--- config.mk ---
export PLATFORM = sky130hd
export DESIGN_NAME = c2i_ctrl
export DESIGN_NICKNAME = d
export VERILOG_FILES = /design/src/design/c2i_pkg.sv /design/src/design/c2i_ctrl.sv
export SDC_FILE = /design/constraint.sdc
export NUM_CORES = 1
export LEC_CHECK = 0
export BUFFER_PORTS_ARGS = -buffer_cell sky130_fd_sc_hd__buf_2
export CORE_AREA = 2 2 39 41
export CTS_CLUSTER_SIZE = 40
export DETAILED_ROUTE_END_ITERATION = 8
export DIE_AREA = 0 0 41 43
export PLACE_DENSITY = 0.62
export SETUP_SLACK_MARGIN = 0.5
export SLEW_MARGIN = 20
export SYNTH_ARGS = -nofsm -noshare
export SYNTH_HDL_FRONTEND = slang
export SYNTH_SLANG_ARGS = --single-unit
--- constraint.sdc ---
create_clock -name i_clk -period 1.3 [get_ports i_clk]
set_clock_uncertainty 0.05 [all_clocks]
set_input_delay 0 -clock i_clk [delete_from_list [all_inputs] [get_ports i_clk]]
set_output_delay 0 -clock i_clk [all_outputs]
set_load 0.05 [all_outputs]
--- src/design/c2i_pkg.sv ---
// shared types and constants for the col2im accumulate block
// used by the controller, the datapath and the top level; no dependencies
package c2i_pkg;

    // item kinds carried on the input tuser bit
    localparam logic KIND_ACC   = 1'b0;
    localparam logic KIND_DRAIN = 1'b1;

    // configuration register indexes
    localparam logic [3:0] REG_CHANNELS = 4'd0;
    localparam logic [3:0] REG_HEIGHT   = 4'd1;
    localparam logic [3:0] REG_WIDTH    = 4'd2;
    localparam logic [3:0] REG_FILTER   = 4'd3;
    localparam logic [3:0] REG_STRIDE   = 4'd4;
    localparam logic [3:0] REG_DILATION = 4'd5;
    localparam logic [3:0] REG_PADDING  = 4'd6;
    localparam logic [3:0] REG_OUTPUT   = 4'd7;

    typedef struct packed {
        logic [6:0]  channels;
        logic [7:0]  image_height;
        logic [7:0]  image_width;
        logic [7:0]  filter_dims;
        logic [7:0]  stride_dims;
        logic [7:0]  dilation_dims;
        logic [7:0]  padding_dims;
        logic [15:0] output_dims;
    } t_cfg;

    // commands from the controller to the datapath
    typedef struct packed {
        logic clr;
        logic take;
        logic acc_map;
        logic acc_base;
        logic acc_addr;
        logic acc_read;
        logic acc_write;
        logic drn_prod;
        logic drn_total;
        logic drn_pick;
        logic drn_read;
        logic drn_emit;
    } t_cmd;

    // status from the datapath to the controller
    typedef struct packed {
        logic clr_done;
        logic out_free;
    } t_sts;

endpackage

--- src/design/c2i_ctrl.sv ---
// sequencing controller for the col2im accumulate block
// depends on c2i_pkg; drives the datapath through t_cmd and reads t_sts
module c2i_ctrl import c2i_pkg::*; (
    input  logic i_clk,
    input  logic i_rst_n,
    input  logic i_in_valid,
    input  logic i_in_kind,
    input  t_sts i_sts,
    output logic o_in_ready,
    output t_cmd o_cmd
);

    localparam logic [3:0] S_CLEAR   = 4'd0;
    localparam logic [3:0] S_IDLE    = 4'd1;
    localparam logic [3:0] S_A_MAP   = 4'd2;
    localparam logic [3:0] S_A_BASE  = 4'd3;
    localparam logic [3:0] S_A_ADDR  = 4'd4;
    localparam logic [3:0] S_A_READ  = 4'd5;
    localparam logic [3:0] S_A_WRITE = 4'd6;
    localparam logic [3:0] S_D_PROD  = 4'd7;
    localparam logic [3:0] S_D_TOTAL = 4'd8;
    localparam logic [3:0] S_D_PICK  = 4'd9;
    localparam logic [3:0] S_D_READ  = 4'd10;
    localparam logic [3:0] S_D_EMIT  = 4'd11;

    logic [3:0] r_state;
    logic [3:0] n_state;

    always_comb begin
        n_state    = r_state;
        o_cmd      = '0;
        o_in_ready = 1'b0;
        unique case (r_state)
            S_CLEAR: begin
                o_cmd.clr = 1'b1;
                if (i_sts.clr_done) begin
                    n_state = S_IDLE;
                end
            end
            S_IDLE: begin
                o_in_ready = 1'b1;
                if (i_in_valid) begin
                    o_cmd.take = 1'b1;
                    n_state    = (i_in_kind == KIND_DRAIN) ? S_D_PROD : S_A_MAP;
                end
            end
            S_A_MAP: begin
                o_cmd.acc_map = 1'b1;
                n_state       = S_A_BASE;
            end
            S_A_BASE: begin
                o_cmd.acc_base = 1'b1;
                n_state        = S_A_ADDR;
            end
            S_A_ADDR: begin
                o_cmd.acc_addr = 1'b1;
                n_state        = S_A_READ;
            end
            S_A_READ: begin
                o_cmd.acc_read = 1'b1;
                n_state        = S_A_WRITE;
            end
            S_A_WRITE: begin
                o_cmd.acc_write = 1'b1;
                n_state         = S_IDLE;
            end
            S_D_PROD: begin
                o_cmd.drn_prod = 1'b1;
                n_state        = S_D_TOTAL;
            end
            S_D_TOTAL: begin
                o_cmd.drn_total = 1'b1;
                n_state         = S_D_PICK;
            end
            S_D_PICK: begin
                o_cmd.drn_pick = 1'b1;
                n_state        = S_D_READ;
            end
            S_D_READ: begin
                o_cmd.drn_read = 1'b1;
                n_state        = S_D_EMIT;
            end
            S_D_EMIT: begin
                o_cmd.drn_emit = 1'b1;
                if (i_sts.out_free) begin
                    n_state = S_IDLE;
                end
            end
            default: begin
                n_state = S_IDLE;
            end
        endcase
    end

    always_ff @(posedge i_clk) begin
        if (!i_rst_n) begin
            r_state <= S_CLEAR;
        end else begin
            r_state <= n_state;
        end
    end

endmodule

# ---- Word level (Yosys, flattened, before mapping)
# Cells that the tools add are included.
dict set report op_classes {
  mul 0
  bitwise 0
  eq_ne 14
  div_mod_pow 0
  n_mux 19
  n_reduce_logical 2
  addsub 0
  shift 0
  order_cmp 0
}
# cell n
set ops {}
lappend ops {{4-bit one-hot mux with 11 select lines} 1}
lappend ops {{4-bit by 3-bit equality test with 1-bit output, second input constant} 4}
lappend ops {{4-bit equality test, second input constant} 4}
lappend ops {{1-bit two-way mux} 14}
lappend ops {{4-bit two-way mux} 3}
lappend ops {{4-bit by 2-bit equality test with 1-bit output, second input constant} 2}
lappend ops {{2-bit inequality test, second input constant} 3}
lappend ops {{4-bit by 1-bit equality test with 1-bit output, second input constant} 1}
lappend ops {{4-bit logical NOT} 1}
lappend ops {{3-bit two-way mux} 1}
lappend ops {{3-bit AND reduction} 1}
dict set report totals {
  ram_bits 0
  n_memories 0
  regBits 4
  mem_bits_ro 0
  latchBits 0
  input_bits 6
  output_inout_bits 13
  word_cells 36
}

# ---- Logic depth before layout (Yosys ltp)
dict set report depth {
  depth_word 3
  depth_mapped 4
  depth_no_buf 3
}

# ---- Least setup slack after synthesis
# No wires, ideal clock.
dict set report synth_path {
  path_kind {register to output}
  start {reg r_state[1]}
  end {out o_cmd[8] (netlist bit)}
  path_slack_ns -0.577
  required_time_ns 1.250
  path_buffers 1
  arrival_time_ns 1.827
  path_stages_with_launch 4
  cell_sequence {dfxtp_1 -> clkbuf_1 -> nand2_1 -> nor3_1}
}
# element line_no
set synth_lines {}
lappend synth_lines {{start, declared} c2i_ctrl.sv:26} ;# logic [3:0] r_state;
lappend synth_lines {{start signal, assigned} c2i_ctrl.sv:99} ;# r_state <= n_state;
lappend synth_lines {{end, declared} c2i_ctrl.sv:10} ;# output t_cmd o_cmd

==> metrics.log <==
[metrics] status: finished, violations left
[metrics] violations in the final reports: negative setup slack
[metrics] commonest non-fill, non-tap cell in the layout: buf_6
[metrics] cell taking the most area after synthesis: dfxtp_1
[metrics] Routed Antenna Nets: 0
[metrics] kind of path behind the tightest hold check: primary input to flip-flop
[metrics] cell area after technology mapping: 373 µm²
[metrics] total iterations of the first detailed-routing run: 4
[metrics] total wire length: 1550 µm
[metrics] Util after Layout: 67.8%
[metrics] proportion of netlist area held by the largest area contributor: 21.5%
[metrics] cell count after synthesis: 50
[metrics] post-detailed-route via-to-cell ratio: 5.29
[metrics] die span in y: 43 µm
[metrics] number of clock buffers inserted by TritonCTS: 3
[metrics] Worst Tran Pin Value: 0.286 ns
[metrics] Clock Sinks: 4
[metrics] clock tree from TritonCTS: built
[metrics] worst hold margin: 0.00502 ns
[metrics] Ant. Diodes: 0
[metrics] Worst Path Arrival: 1.47 ns
[metrics] area growth from synthesis to layout: 152%
[metrics] Die ar.: 0.00176 mm²
[metrics] via count of the first global-routing pass: 511
[metrics] endpoint type of the worst setup path: output pin
[metrics] Finished Layout Cells: 101
[metrics] clock latency on the worst-skew pair: 0.23 ns
[metrics] horizontal die dimension: 41 µm
[metrics] number of top-level design ports: 19
[metrics] Distinct cells, synth: 25
[metrics] relative max-transition margin: 80.7%
[metrics] final setup slack of the worst path: -0.224 ns
[metrics] wire length of the first global-routing pass: 2350 µm
[metrics] peak clock frequency supported by timing: 656 MHz
[metrics] top library cells by usage in the layout, fill and taps aside: buf_6, buf_4, buf_8
[metrics] total congestion overflow: 0
[metrics] final count of negative-setup-slack endpoints: 14
[metrics] NumNets Final: 93
[metrics] Core Footprint: 0.00138 mm²
[metrics] worst-path fanout max: 4
[metrics] Critical Path RT: 1.25 ns
[metrics] deepest clock path buffer count: 2
[metrics] registers with the most flip-flops: r_state (4)
[metrics] max capacitance violation total: 0
[metrics] Peak VDD IR: 0.863 mV
[metrics] cell count after placement: 89
[metrics] sequential share of the synthesized area: 21.5%
[metrics] final hold violation count: 0
[metrics] power per unit of standard cell area: 1070 mW/mm²
[metrics] max FFs per register: 4
[metrics] number of synthesized register bits: 4
[metrics] Clock H-tree levels: 1
[metrics] average wire length per cell after detail routing: 15.3 µm
[metrics] aggregate global-route resource usage: 19.7%
[metrics] worst setup path class: flip-flop to output pin
[metrics] Via Count: 534
[metrics] layout cell share with drive strength beyond 1: 81.2%
[metrics] number of pins exceeding their max-slew limit in the final report: 0
[metrics] largest net degree at the start of global routing: 9
[metrics] initial cell density of the core: 26.9%
[metrics] Iter 0 DRT Violations: 11
[metrics] fraction of the cycle the final worst path needs: 117%
[metrics] final routed DRC violation total: 0
[metrics] crit start category: flip-flop
[metrics] synthesized area divided by synthesized cell count: 7.46 µm²
[metrics] global placer's final weighted congestion: 0.846
[metrics] initial antenna violation count: 0
[metrics] syn_nets: 56
[metrics] largest register by flop count: r_state
[metrics] Cell Rows: 14
[metrics] Final Critical Period: 1.52 ns
[metrics] setup repair after global routing missed its margin: yes
[metrics] Synth area leaders: dfxtp_1, nor3_1, nand2b_1
[metrics] leakage power figure: 0.364 nW
[metrics] clock tree root driver cell: clkbuf_4
[metrics] number of warning messages in the yosys log: 0
[metrics] register clock-pin slew on the reported worst setup and hold paths: 0.04 ns
[metrics] DPL Wire Length: 814 µm
[metrics] setup TNS: -1.18 ns
[metrics] number of buffer cells added on primary ports: 18
-- through the flow --
stage               worst slack, ns  instance area (µm²)  total power [mW]
global route                 -0.261                  938              1.05
global placement            -0.0590                  656             0.643
floorplan                    -0.109                  509             0.546
detailed placement          -0.0740                  656             0.646
CTS                          -0.226                  868             0.943
finish                       -0.224                  938              1.00
-- where the power goes --
part | internal (mW) | switching, mW | total (mW)
combinational | 0.306 | 0.379 | 0.684
sequential | 0.141 | 0.0189 | 0.160
clock | 0.103 | 0.0518 | 0.155
total | 0.551 | 0.449 | 1.00
-- critical path, stage by stage, from the launching register on --
cell	delay [ns]
dfxtp_4	0.35
or4b_4	0.53
clkinvlp_4	0.09
and2_4	0.13
buf_8	0.13
-- final timing paths --
| path | slack (ns) | to | from | cells after the start |
|---|---|---|---|---|
| max | -0.22 | o_cmd[10] | r_state[3] | 4 |
| min | 0.005 | r_state[0] | i_rst_n | 3 |
| max reg2reg | -0.18 | r_state[1] | r_state[3] | 4 |
| min reg2reg | 0.50 | r_state[2] | r_state[3] | 2 |
-- area by class of cell --
| cell class | instances | area [µm²] |
|---|---|---|
| Tap cell | 16 | 20.0 |
| Multi-Input combinational cell | 40 | 428 |
| Sequential cell | 4 | 88.8 |
| Inverter | 2 | 15.0 |
| Clock buffer | 3 | 22.5 |
| Timing Repair Buffer | 36 | 364 |
| Fill cell | 99 | 445 |
-- layer usage --
metal  GRT usage (%)  vias to the layer above  routed length (µm)  share of wire, %
met5               0                        -                   0                 0
met3            3.14                        6                  55               3.6
met4            10.7                        0                  53               3.4
met1            24.4                      262                 642                42
li1                -                      251                   -                 -
met2            30.9                       15                 795                51
-- timing repair --
item | in CTS | in global routing
endpoints found under the setup margin | 17 | 17
hold endpoints to repair | 4 | 0
cloned | 0 | 0
resized for setup | 39 | 13
pin swaps | 6 | 5
buffers inserted | 7 | 2
-- Yosys cell counts --
cell type and n:
o21ai_1 1, nand2b_1 4, nor3_1 6, buf_2 2, and2_1 1, or4_4 1
nor2b_1 1, a21oi_1 3, buf_4 1, mux2_2 1, nor4b_2 1, a31o_2 1
nor2_1 6, and3b_1 2, o221ai_2 1, or4b_1 1, or2_0 1, dfxtp_1 4
nand2_1 1, clkbuf_1 1, a41oi_1 1, inv_1 2, nor3b_1 1, o21ai_0 5
or4b_4 1
-- cells by family (layout without fill, tap and decap cells) --
kind of cell	after synthesis	count (layout)	synth area share, %
AND/OR/NAND/NOR	27	27	47.0
AO/OA/AOI/OAI	12	12	20.8
buffers and inverters	6	41	7.72
flip-flops	4	4	21.5
multiplexers	1	1	3.02
No activity file was read; power rests on OpenSTA's default activity.
